--- src/rtl/tgtc_pkg.sv ---
`timescale 1ns / 1ps
// Shared types and constants for the transient gate with tempo cooldown.
// No dependencies; used by tgtc_div and transient_gate_with_tempo_cooldown.
package tgtc_pkg;

  localparam int Q12_W    = 13;
  localparam int STR_IN_W = 16;
  localparam int TS_W     = 32;
  localparam int COOL_W   = 16;
  localparam int BPM_W    = 12;
  localparam int DET_W    = 8;
  localparam int CFG_IDX_W  = 3;
  localparam int CFG_DATA_W = 16;

  localparam logic [Q12_W-1:0] Q12_ONE        = 13'd4096;
  localparam logic [Q12_W-1:0] STRENGTH_FLOOR = 13'd40;   // must exceed 0.01
  localparam logic [BPM_W-1:0] TEMPO_MIN_Q4   = 12'd480;  // 30 bpm
  localparam logic [COOL_W-1:0] BASE_COOL_RST = 16'd80;

  // beat period / 6 in ms, scaled by 16 for the Q.4 tempo
  localparam int NUM_W = 18;
  localparam logic [NUM_W-1:0] PERIOD_NUM = 18'd160000;
  localparam int DIV_CNT_W = $clog2(NUM_W);

  localparam logic [COOL_W-1:0] MIN_COOLDOWN_DEF = 16'd40;
  localparam logic [COOL_W-1:0] MAX_COOLDOWN_DEF = 16'd150;

  // register indexes
  localparam logic [CFG_IDX_W-1:0] REG_MIN_AUDIO_LEVEL  = 3'd0;
  localparam logic [CFG_IDX_W-1:0] REG_MIN_CONFIDENCE   = 3'd1;
  localparam logic [CFG_IDX_W-1:0] REG_BASE_COOLDOWN_MS = 3'd2;
  localparam logic [CFG_IDX_W-1:0] REG_ADAPTIVE_ENABLE  = 3'd3;
  localparam logic [CFG_IDX_W-1:0] REG_TEMPO_BPM_Q4     = 3'd4;

  typedef struct packed {
    logic                 detected;
    logic [Q12_W-1:0]     confidence;
    logic [STR_IN_W-1:0]  strength;
    logic [DET_W-1:0]     detector_index;
    logic [TS_W-1:0]      timestamp_ms;
    logic [Q12_W-1:0]     audio_level;
  } in_word_t;

  typedef struct packed {
    logic                 fired;
    logic [Q12_W-1:0]     transient_strength;
    logic [Q12_W-1:0]     ensemble_confidence;
    logic                 agreement_count;
    logic [DET_W-1:0]     dominant_detector;
  } out_word_t;

  typedef struct packed {
    logic              done;
    logic [NUM_W-1:0]  quotient;
  } div_stat_t;

endpackage

--- src/rtl/tgtc_div.sv ---
`timescale 1ns / 1ps
// Bit-serial restoring divider: PERIOD_NUM / divisor, one quotient bit a cycle.
// Depends on tgtc_pkg.
module tgtc_div (
  input  logic                       clk,
  input  logic                       rst,
  input  logic                       start,
  input  logic [tgtc_pkg::BPM_W-1:0] divisor,
  output tgtc_pkg::div_stat_t        stat
);

  localparam logic [tgtc_pkg::DIV_CNT_W-1:0] LAST_STEP =
    tgtc_pkg::DIV_CNT_W'(tgtc_pkg::NUM_W - 1);

  logic                               busy;
  logic                               done;
  logic [tgtc_pkg::DIV_CNT_W-1:0]     cnt;
  logic [tgtc_pkg::BPM_W-1:0]         dvs;
  logic [tgtc_pkg::BPM_W-1:0]         rem;
  logic [tgtc_pkg::NUM_W-1:0]         quo;

  logic [tgtc_pkg::BPM_W:0]           trial;
  logic [tgtc_pkg::BPM_W:0]           diff;
  logic                               ge;
  logic [tgtc_pkg::BPM_W-1:0]         rem_next;

  // numerator bits shift out of quo's top while quotient bits shift in
  assign trial    = {rem, quo[tgtc_pkg::NUM_W-1]};
  assign ge       = trial >= {1'b0, dvs};
  assign diff     = trial - {1'b0, dvs};
  assign rem_next = ge ? diff[tgtc_pkg::BPM_W-1:0] : trial[tgtc_pkg::BPM_W-1:0];

  always_ff @(posedge clk) begin
    if (rst) begin
      busy <= 1'b0;
      done <= 1'b0;
      cnt  <= '0;
    end else begin
      done <= 1'b0;
      if (start) begin
        busy <= 1'b1;
        cnt  <= '0;
        dvs  <= divisor;
        rem  <= '0;
        quo  <= tgtc_pkg::PERIOD_NUM;
      end else if (busy) begin
        rem <= rem_next;
        quo <= {quo[tgtc_pkg::NUM_W-2:0], ge};
        cnt <= cnt + 1'b1;
        if (cnt == LAST_STEP) begin
          busy <= 1'b0;
          done <= 1'b1;
        end
      end
    end
  end

  assign stat.done     = done;
  assign stat.quotient = quo;

endmodule

--- src/rtl/transient_gate_with_tempo_cooldown.sv ---
`timescale 1ns / 1ps
// Top level: config registers, item sequencer, output register.
// Depends on tgtc_pkg and tgtc_div.
//
// One detection word in, one result word out. A word goes from accept through
// S_PREP to S_DECIDE when tempo adaptation is off or the tempo is below 30 bpm,
// and through S_DIV in between when the adaptive cooldown is in use, where the
// 18-step bit-serial divider forms 160000 / tempo. in_ready is high only
// while no word is in progress; a finished result sits in the output register
// and the next word may be accepted while it waits. Config writes are taken
// every cycle (cfg_ready is tied high) and must only happen while idle.
module transient_gate_with_tempo_cooldown #(
  parameter logic [tgtc_pkg::COOL_W-1:0] MIN_COOLDOWN = tgtc_pkg::MIN_COOLDOWN_DEF,
  parameter logic [tgtc_pkg::COOL_W-1:0] MAX_COOLDOWN = tgtc_pkg::MAX_COOLDOWN_DEF
) (
  input  logic                            clk,
  input  logic                            rst,
  input  logic                            in_valid,
  output logic                            in_ready,
  input  tgtc_pkg::in_word_t              in_word,
  output logic                            out_valid,
  input  logic                            out_ready,
  output tgtc_pkg::out_word_t             out_word,
  input  logic                            cfg_valid,
  output logic                            cfg_ready,
  input  logic [tgtc_pkg::CFG_IDX_W-1:0]  cfg_index,
  input  logic [tgtc_pkg::CFG_DATA_W-1:0] cfg_data
);

  typedef enum logic [1:0] {S_IDLE, S_PREP, S_DIV, S_DECIDE} state_t;

  state_t                          state;
  logic [tgtc_pkg::Q12_W-1:0]      min_audio_level;
  logic [tgtc_pkg::Q12_W-1:0]      min_confidence;
  logic [tgtc_pkg::COOL_W-1:0]     base_cooldown_ms;
  logic                            adaptive_enable;
  logic [tgtc_pkg::BPM_W-1:0]      tempo_bpm_q4;
  logic [tgtc_pkg::TS_W-1:0]       last_transient_time;

  tgtc_pkg::in_word_t              item;
  logic                            gated;
  logic                            backward;
  logic                            str_ok;
  logic                            use_adapt;
  logic [tgtc_pkg::Q12_W-1:0]      str_q;
  logic [tgtc_pkg::TS_W-1:0]       elapsed;

  // prep-stage logic
  logic                            use_adapt_now;
  logic                            accepted_det;
  logic [tgtc_pkg::Q12_W-1:0]      str_clamp;
  logic                            div_start;
  tgtc_pkg::div_stat_t             div_stat;

  // decide-stage logic
  logic [tgtc_pkg::NUM_W-1:0]      adapt_lo;
  logic [tgtc_pkg::NUM_W-1:0]      adapt_hi;
  logic [tgtc_pkg::COOL_W-1:0]     adapt;
  logic [tgtc_pkg::COOL_W-1:0]     cooldown;
  logic                            out_free;
  logic                            fire;
  logic                            out_load;
  tgtc_pkg::out_word_t             out_next;

  assign in_ready  = (state == S_IDLE);
  assign cfg_ready = 1'b1;

  assign use_adapt_now = adaptive_enable && (tempo_bpm_q4 >= tgtc_pkg::TEMPO_MIN_Q4);
  assign accepted_det  = item.detected && (item.confidence >= min_confidence);
  assign str_clamp = (item.strength > {3'b000, tgtc_pkg::Q12_ONE}) ? tgtc_pkg::Q12_ONE
                                                                   : item.strength[12:0];
  assign div_start = (state == S_PREP) && use_adapt_now;

  tgtc_div u_div (
    .clk     (clk),
    .rst     (rst),
    .start   (div_start),
    .divisor (tempo_bpm_q4),
    .stat    (div_stat)
  );

  // raise to the floor first, then cap
  assign adapt_lo = (div_stat.quotient < {2'b00, MIN_COOLDOWN}) ? {2'b00, MIN_COOLDOWN}
                                                                : div_stat.quotient;
  assign adapt_hi = (adapt_lo > {2'b00, MAX_COOLDOWN}) ? {2'b00, MAX_COOLDOWN} : adapt_lo;
  assign adapt    = adapt_hi[tgtc_pkg::COOL_W-1:0];
  assign cooldown = (use_adapt && (adapt < base_cooldown_ms)) ? adapt : base_cooldown_ms;

  assign out_free = !out_valid || out_ready;
  assign fire     = !gated && !backward && str_ok && (elapsed > {16'd0, cooldown});
  assign out_load = (state == S_DECIDE) && out_free;

  always_comb begin
    out_next = '0;
    if (fire) begin
      out_next.fired               = 1'b1;
      out_next.transient_strength  = str_q;
      out_next.ensemble_confidence = tgtc_pkg::Q12_ONE;
      out_next.agreement_count     = 1'b1;
      out_next.dominant_detector   = item.detector_index;
    end
  end

  always_ff @(posedge clk) begin
    if (rst) begin
      state               <= S_IDLE;
      min_audio_level     <= '0;
      min_confidence      <= '0;
      base_cooldown_ms    <= tgtc_pkg::BASE_COOL_RST;
      adaptive_enable     <= 1'b0;
      tempo_bpm_q4        <= '0;
      last_transient_time <= '0;
      out_valid           <= 1'b0;
    end else begin
      if (cfg_valid) begin
        unique case (cfg_index)
          tgtc_pkg::REG_MIN_AUDIO_LEVEL:  min_audio_level  <= cfg_data[tgtc_pkg::Q12_W-1:0];
          tgtc_pkg::REG_MIN_CONFIDENCE:   min_confidence   <= cfg_data[tgtc_pkg::Q12_W-1:0];
          tgtc_pkg::REG_BASE_COOLDOWN_MS: base_cooldown_ms <= cfg_data;
          tgtc_pkg::REG_ADAPTIVE_ENABLE:  adaptive_enable  <= cfg_data[0];
          tgtc_pkg::REG_TEMPO_BPM_Q4:     tempo_bpm_q4     <= cfg_data[tgtc_pkg::BPM_W-1:0];
          default: ;
        endcase
      end

      if (out_load) begin
        out_valid <= 1'b1;
        out_word  <= out_next;
      end else if (out_ready) begin
        out_valid <= 1'b0;
      end

      unique case (state)
        S_IDLE: begin
          if (in_valid) begin
            item  <= in_word;
            state <= S_PREP;
          end
        end
        S_PREP: begin
          gated     <= item.audio_level < min_audio_level;
          backward  <= item.timestamp_ms < last_transient_time;
          elapsed   <= item.timestamp_ms - last_transient_time;
          str_q     <= str_clamp;
          str_ok    <= accepted_det && (str_clamp > tgtc_pkg::STRENGTH_FLOOR);
          use_adapt <= use_adapt_now;
          state     <= use_adapt_now ? S_DIV : S_DECIDE;
        end
        S_DIV: begin
          if (div_stat.done) begin
            state <= S_DECIDE;
          end
        end
        S_DECIDE: begin
          if (out_free) begin
            if (!gated && (backward || fire)) begin
              last_transient_time <= item.timestamp_ms;
            end
            state <= S_IDLE;
          end
        end
        default: state <= S_IDLE;
      endcase
    end
  end

  // one word in flight at a time
  a_single_word: assert property (@(posedge clk) disable iff (rst)
    (in_valid && in_ready) |=> !in_ready)
    else $error("input accepted while a word is in progress");

  a_fired_strength: assert property (@(posedge clk) disable iff (rst)
    (out_valid && out_word.fired) |->
      (out_word.transient_strength > tgtc_pkg::STRENGTH_FLOOR &&
       out_word.ensemble_confidence == tgtc_pkg::Q12_ONE && out_word.agreement_count))
    else $error("fired result with inconsistent fields");

  a_quiet_zero: assert property (@(posedge clk) disable iff (rst)
    (out_valid && !out_word.fired) |->
      (out_word.transient_strength == '0 && out_word.ensemble_confidence == '0 &&
       !out_word.agreement_count && out_word.dominant_detector == '0))
    else $error("non-fired result carries nonzero fields");

  a_div_only_adapt: assert property (@(posedge clk) disable iff (rst)
    div_stat.done |-> (state == S_DIV))
    else $error("divider finished outside the divide phase");

endmodule
--- config.mk ---
export PLATFORM = sky130hd
export DESIGN_NAME = transient_gate_with_tempo_cooldown
export DESIGN_NICKNAME = d
export VERILOG_FILES = /design/src/rtl/tgtc_pkg.sv /design/src/rtl/tgtc_div.sv /design/src/rtl/transient_gate_with_tempo_cooldown.sv
export SDC_FILE = /design/constraint.sdc
export NUM_CORES = 1
export LEC_CHECK = 0
export BUFFER_PORTS_ARGS = -buffer_cell sky130_fd_sc_hd__buf_4
export CORE_UTILIZATION = 30
export CTS_CLUSTER_DIAMETER = 30
export DETAILED_ROUTE_END_ITERATION = 16
export GPL_TIMING_DRIVEN = 0
export MAX_ROUTING_LAYER = met4
export PLACE_DENSITY_LB_ADDON = 0.05
export SKIP_CTS_REPAIR_TIMING = 1
export SLEW_MARGIN = 15
export SYNTH_ARGS = -nofsm -noshare
export SYNTH_HDL_FRONTEND = slang
export SYNTH_SLANG_ARGS = --single-unit
--- constraint.sdc ---
create_clock -name clk -period 4.05 [get_ports clk]
set_input_delay 0.405 -clock clk [delete_from_list [all_inputs] [get_ports clk]]
set_output_delay 0.405 -clock clk [all_outputs]
set_load 0.02 [all_outputs]
==> summary.md, run 1 <==
| Metric | Value |
|---|---|
| Root buf cell | clkbuf_16 |
| Util after Layout | 43.8% |
| Final Worst Setup Slack | -0.709 ns |
| Total number of vias | around 10k |
| Die area | roughly 0.048 mm2 |
| Post-synth top flop | edfxtp_1 |
| Avg WL per Cell | 15.0 um |
| Layout Cells excl Fill | around 2.3k |
| Final #Nets | approximately 1.9k |
| Port bufs | approximately 130 |
| Synth-to-layout area growth | 43.9% |
| Crit-path max FO | 10 |
| Top delay family on crit path | compound AO/OA/AOI/OAI gates |
| Final Cycle Share | 118% |
| Vias/cell | between 4 and 5 |
| Final Hold Fails | 0 |
| Grt met3 use | under 10% |
| Status | finished, violations left |
| Synth top area cells | edfxtp_1 (42%), dfxtp_1 (14%), ha_1 (9.4%) |
| Setup crit start kind | flip-flop |
| Highest Clock Rate | ~210 MHz |
| First-pass GRT wire length | approximately 55000 um |
| TNS Setup | -36.69 ns |
| Leading area contributor after synthesis | edfxtp_1 |
| Crit-path max cell delay | roughly 0.39 ns |
| RD Place Congestion | 0.788 |
| Post-Syn Instances | approximately 1.3k |
| Starting DRC count in detailed routing | approximately 370 |
| Met2 GRT Util | around a quarter |
| Number of antenna violations at the first check in global routing | 0 |
| CTS tree | yes |
| Cell row count | 79 |
| Unique cell type count in the Yosys netlist | between 60 and 70 |
| Synth top area share | between 40% and 50% |
| Worst path cell trace | nor4_2 > nand3_2 > nor2_4 > nand3b_4 > buf_4 > nand2_1 > nand2_1 > ha_1 > o21a_1 > o2111ai_2 > o211ai_4 > buf_6 > mux2i_2 > ha_1 > a21o_1 > a21o_1 > a21oi_1 > o211ai_1 > a311oi_4 > a211oi_4 > buf_4 > buf_8 > mux2i_1 |
| Tmin final | ~4.8 ns |
| Power per cell area | approximately 570 mW/mm2 |
| Busiest grt layer | met2 |
| Die width | 219 um |
| Worst slew pin tran | about 0.8 ns |
| Power Total | 0.0117 W |
| Placed cell count | approximately 2.1k |
| Total wire length | approximately 35000 um |
| Die Y-Extent | 219 um |
| Violated checks | setup timing |
| CTS clk-pin slew, worst paths | approximately 0.04 ns |
| Grt total ovfl | 0 |
| Commonest cells post-synth | nand2_1 (225), edfxtp_1 (196), a21oi_1 (111) |
| Tot GR Track Use | approximately 15% |
| Largest net degree at the start of global routing | 44 |
| CP Data Arrival Time | roughly 5.2 ns |
| Sequential share of the synthesized area | a little under three fifths |
| Max-cap check violation count | 0 |
| Met1 usage | a little under a fifth |
| Number of synthesized flops with an enable pin | between 150 and 200 |
| Top-count cell post-synth | nand2_1 |
| Num Clock Sinks | 293 |
| Mapped Area | ~0.014 mm2 |
| Layout Skew | roughly 0.026 ns |
| R2R Setup Slk | -0.71 ns |
| Worst VDD drop | 0.000397 V |
| RSZ-0062 raised after global routing | true |
| Num CTS Buffers | 87 |
| DRC Markers | 0 |
| Critical Path RT | about 4.5 ns |
| Clk buf depth | 3 |
| Static Leak | around 7.9 nW |
| H-tree depth | 3 |
| Worst path bufs/invs | 4 |
| Layout cells sized above 1 | 21.4% |
| Number of iterations in the first detailed-routing pass | 4 |
| Hold/Removal Path Class | in -> reg |
| Setup CP Type | reg -> reg |
| Core area | about 0.047 mm2 |
| Post-DP HPWL | about 25000 um |
| Antenna cells | 0 |
| Syn Area/Cell | 10.8 um2 |
| Vias in the first global route | roughly 10k |
| CP max stage cell | edfxtp_1 |
| Slew headroom | ~47% |
| Ys async rst share | 0% |
| Register bit count reported by yosys | 293 |
| Yosys warning count | 0 |
| Initial Util | between 30% and 40% |
| Io pins | about 150 |
| # setup viols final | between 50 and 60 |
| Final Max Slew Viols | 0 |
| Setup crit end kind | flip-flop |
| Remaining antenna violation count | 0 |
| Worst-Skew Late Latency | between 0.6 and 0.7 ns |
-- logic make-up after synthesis --
| group | synth area share (%) |
|---|---|
| and+or+nand+nor | 13.5 |
| xor gates and xnor gates | 2.41 |
| muxes | 3.54 |
| adders and majority gates | 9.64 |
| DFF | 55.2 |
| buffers and inverters | 4.85 |
| AOI/OAI and AO/OA | 10.8 |
| other | 0.0530 |
-- sequential cells by signal (all words and copies together) (netlist names), 13 cells and up --
signal / cells
min_confidence: 13
elapsed: 32
min_audio_level: 13
u_div.quo: 18
last_transient_time: 32
str_q: 13
base_cooldown_ms: 16
item: 83
out_word: 22
-- worst reg2reg max path, cell delays in order, from the launching register on --
cell and delay [ns]:
edfxtp_1 0.39, nor4_2 0.35, nand3_2 0.17, nor2_4 0.16
nand3b_4 0.13, buf_4 0.16, nand2_1 0.05, nand2_1 0.11
ha_1 0.30, o21a_1 0.13, o2111ai_2 0.13, o211ai_4 0.20
buf_6 0.17, mux2i_2 0.29, ha_1 0.29, a21o_1 0.16
a21o_1 0.17, a21oi_1 0.15, o211ai_1 0.16, a311oi_4 0.38
a211oi_4 0.12, buf_4 0.17, buf_8 0.15, mux2i_1 0.13
-- metal layers --
metal	vias to the layer above	share of wire, %
met1	4797	45
met3	82	4.3
met4	0	2.6
met5	-	0
met2	176	48
li1	5305	-
-- area by class of cell --
| cell class | instances | area (um2) |
|---|---|---|
| buffer | 52 | 327 |
| clock buffer | 120 | 2510 |
| clock inverter | 43 | 452 |
| fill | 4458 | 26200 |
| inverter | 112 | 420 |
| multi-input combinational | 876 | 6040 |
| sequential | 293 | 7830 |
| tap | 607 | 759 |
| timing repair buffer | 233 | 2070 |
-- final timing paths --
kind | startpoint | to | cells past startpoint
worst min-delay path | cfg_data[13] | base_cooldown_ms[13] | 3
worst min register to register | tempo_bpm_q4[2] | u_div.dvs[2] | 0
worst max register to register | u_div.quo[10] | last_transient_time[28] | 23
worst max-delay path | u_div.quo[10] | last_transient_time[28] | 23
-- report_power, final --
part           internal (W)  leakage [nW]  total [W]  switching [W]
Clock               0.00473          1.46    0.00669        0.00196
Combinational      0.000612          3.84    0.00135       0.000735
Sequential          0.00352          2.58    0.00363       0.000105
Total               0.00886          7.88     0.0117        0.00280
-- cells in the final DEF (no fill, tap or decap), types with 16 or more instances in the layout --
cell type,instances
o21ai_0,28
conb_1,21
xnor2_1,23
inv_1,110
dlygate4sd3_1,83
and2_1,46
a21oi_1,105
clkbuf_16,93
clkbuf_1,42
nor2_1,53
mux2i_1,44
edfxtp_1,196
dfxtp_1,97
a21o_1,25
nand2_1,220
buf_4,157
xor2_1,16
clkinv_2,19
ha_1,99
-- stage by stage --
step	setup WS, ns	hold slack, ns	instance area (um2)
after floorplan	-0.00871	0.408	14400
after global placement	-1.18	0.430	16100
after detailed placement	-1.20	0.424	16200
after CTS	-1.26	-0.0681	19200
after global routing	-0.957	0.0546	20400
final	-0.709	0.0789	20400
No activity file was read; power rests on OpenSTA's default activity.
==> inputs of run 2 (changes only) <==
--- a/config.mk
+++ b/config.mk
@@ -6,7 +6,9 @@
 export NUM_CORES = 1
 export LEC_CHECK = 0
 export BUFFER_PORTS_ARGS = -buffer_cell sky130_fd_sc_hd__buf_4
-export CORE_UTILIZATION = 30
+export CELL_PAD_IN_SITES_DETAIL_PLACEMENT = 1
+export CELL_PAD_IN_SITES_GLOBAL_PLACEMENT = 2
+export CORE_UTILIZATION = 35
 export CTS_CLUSTER_DIAMETER = 30
 export DETAILED_ROUTE_END_ITERATION = 16
 export GPL_TIMING_DRIVEN = 0
==> run 2 against run 1 <==
The run still ends with setup timing left. Count of clock-buffer cells in the layout is 23 lower. Global-route usage up 3.0 points. Critical endpoint is now last_transient_time[20]. Wire length rose by 6.8%. Sequential cell count is the same. Final area shrank 2.3%. Non-clock buffer count did not move. Power decreased by 5.0%. Final cell count is 4.3% lower. Sequential share of layout area grew 0.89 points. Sequential power is essentially flat.
==> summary.md, run 2 (synthesis gave the netlist of run 1 again) <==
| Metric | Value |
|---|---|
| Crit-path max cell delay | 0.43 ns (+0.04 ns) |
| Die area | 0.0413 mm2 (-14%) |
| Biggest register | item |
| Critical Path RT | 4.53 ns (about the same) |
| Die Y-Extent | 203 um (-7.4%) |
| Highest Clock Rate | 214 MHz (+1.8%) |
| Vias/cell | 4.72 (+6.5%) |
| # setup viols final | 54 (unchanged) |
| Setup CP Type | reg -> reg |
| Layout Cells excl Fill | 2236 (-4.3%) |
| Starting DRC count in detailed routing | 341 (-8.6%) |
| Post-DP HPWL | 25400 um (+2.6%) |
| Crit-path max FO | 8 (-2) |
| Crit path depth | 25 (+8.7%) |
| Setup crit end kind | flip-flop |
| Worst path bufs/invs | 4 (unchanged) |
| Final Worst Setup Slack | -0.627 ns (+0.0822 ns) |
| Worst-Skew Late Latency | 0.60 ns (about the same) |
| Layout Skew | 0.0247 ns (-0.000946 ns) |
| Final Hold Fails | 0 (unchanged) |
| Port bufs | 131 (unchanged) |
| CTS tree | yes |
| CP Data Arrival Time | 5.15 ns (-0.08 ns) |
| Antenna cells | 0 (unchanged) |
| Cell row count | 73 (-7.6%) |
| Status | finished, violations left |
| Tot GR Track Use | 18.3% (+3.0 points) |
| Power Total | 0.0111 W (-5.0%) |
| Clk buf depth | 3 (unchanged) |
| Final Cycle Share | 115% (-2.0 points) |
| RSZ-0062 raised after global routing | true |
| Commonest non-fill, non-tap cell in the layout | nand2_1 |
| Synth-to-layout area growth | 40.7% |
| Placed cell area | 0.0161 mm2 (-0.57%) |
| Final Instance Area | 0.0199 mm2 (-2.3%) |
| Power per cell area | 556 mW/mm2 (-2.8%) |
| Core area | 0.0398 mm2 (-14%) |
| Worst VDD drop | 0.000415 V (+4.6%) |
| Num CTS Buffers | 78 (-10%) |
| Max FFs per register | 83 (unchanged) |
| Placed cell count | 1993 (-3.9%) |
| Num Clock Sinks | 293 (unchanged) |
| Static Leak | 7.75 nW (-1.7%) |
| Remaining antenna violation count | 0 (unchanged) |
| Hold slack final | 0.0842 ns (+0.00528 ns) |
| Setup crit start kind | flip-flop |
| CTS clk-pin slew, worst paths | 0.05 ns (about the same) |
| Top delay family on crit path | compound AO/OA/AOI/OAI gates |
| First-pass GRT wire length | 56900 um (+4.1%) |
| Die width | 203 um (-7.4%) |
| Length in cells of the worst reg-to-reg path | 25 (+8.7%) |
| Io pins | 146 (unchanged) |
| Total wire length | 37500 um (+6.8%) |
| Initial Util | 35.6% (+5.1 points) |
| RD Place Congestion | 0.802 (+1.8%) |
| Layout cells sized above 1 | 20.9% (-0.48 points) |
| Number of antenna violations at the first check in global routing | 0 (unchanged) |
| Grt total ovfl | 0 (unchanged) |
| Tmin final | 4.68 ns (-0.0822 ns) |
| Hold/Removal Path Class | in -> reg |
| Total number of vias | 10.6k (+2.0%) |
| Vias in the first global route | 11.0k (+5.2%) |
| H-tree depth | 3 (unchanged) |
| Dpl ws | -1.22 ns (-0.0156 ns) |
| DRC Markers | 0 (unchanged) |
| Worst slew pin tran | 0.770 ns (-0.0224 ns) |
| Number of iterations in the first detailed-routing pass | 4 (unchanged) |
| Avg WL per Cell | 16.7 um (+12%) |
| Hold path depth | 3 (unchanged) |
| CP max stage cell | edfxtp_1 |
| Root buf cell | clkbuf_16 |
| Slew headroom | 48.5% (+1.8 points) |
| Largest net degree at the start of global routing | 49 (+11%) |
| Largest regs | item x83, elapsed x32, last_transient_time x32 |
| Commonest non-fill, non-tap cells in the layout | nand2_1 (220), edfxtp_1 (196), buf_4 (155) |
| Violated checks | setup timing |
| Final #Nets | 1861 (-0.48%) |
| Max-cap check violation count | 0 (unchanged) |
| Final Max Slew Viols | 0 (unchanged) |
==> run 2: worst reg2reg max path: cells and delay by family (launching register included) <==
kind	cells	cell delay, ns
multiplexers	2	0.33
buffers and inverters	4	0.65
adder cells (fa/ha/maj)	2	0.54
AND/OR/NAND/NOR	8	1.20
flip-flops	1	0.43
AO/OA/AOI/OAI	9	1.43
==> run 2: final timing paths <==
path              startpoint                      end  slack, ns
min             cfg_data[13]     base_cooldown_ms[13]       0.08
max            u_div.quo[17]  last_transient_time[20]      -0.63
min reg2reg  tempo_bpm_q4[0]             u_div.dvs[0]       0.43
max reg2reg    u_div.quo[17]  last_transient_time[20]      -0.63
==> run 2: through the flow <==
step	setup TNS, ns	utilization, %
floorplan	-0.266	-
global placement	-154.43	40.2
finish	-31.56	50.1
global route	-47.99	50.1
CTS	-61.61	47.1
detailed placement	-56.58	40.5
==> run 2: area by class of cell <==
cell class                 instances  area [um2]
multi-input combinational        876        5970
fill                            4321       19900
inverter                         112         420
clock inverter                    48         474
tap                              525         657
clock buffer                      97        2170
buffer                            51         317
timing repair buffer             234        2110
sequential                       293        7830
==> run 2: report_power, final <==
| part | internal [W] | total [W] | switching (W) |
|---|---|---|---|
| combinational | 0.000611 | 0.00137 | 0.000757 |
| sequential | 0.00352 | 0.00363 | 0.000104 |
| clock | 0.00417 | 0.00609 | 0.00192 |
| total | 0.00830 | 0.0111 | 0.00278 |
==> run 2: metal layers <==
layer	up-vias	wire length (um)	track usage, %
met5	-	0	-
li1	5264	-	-
met2	163	18800	30.4
met1	5060	16400	21.1
met4	0	1100	7.79
met3	77	1180	4.11
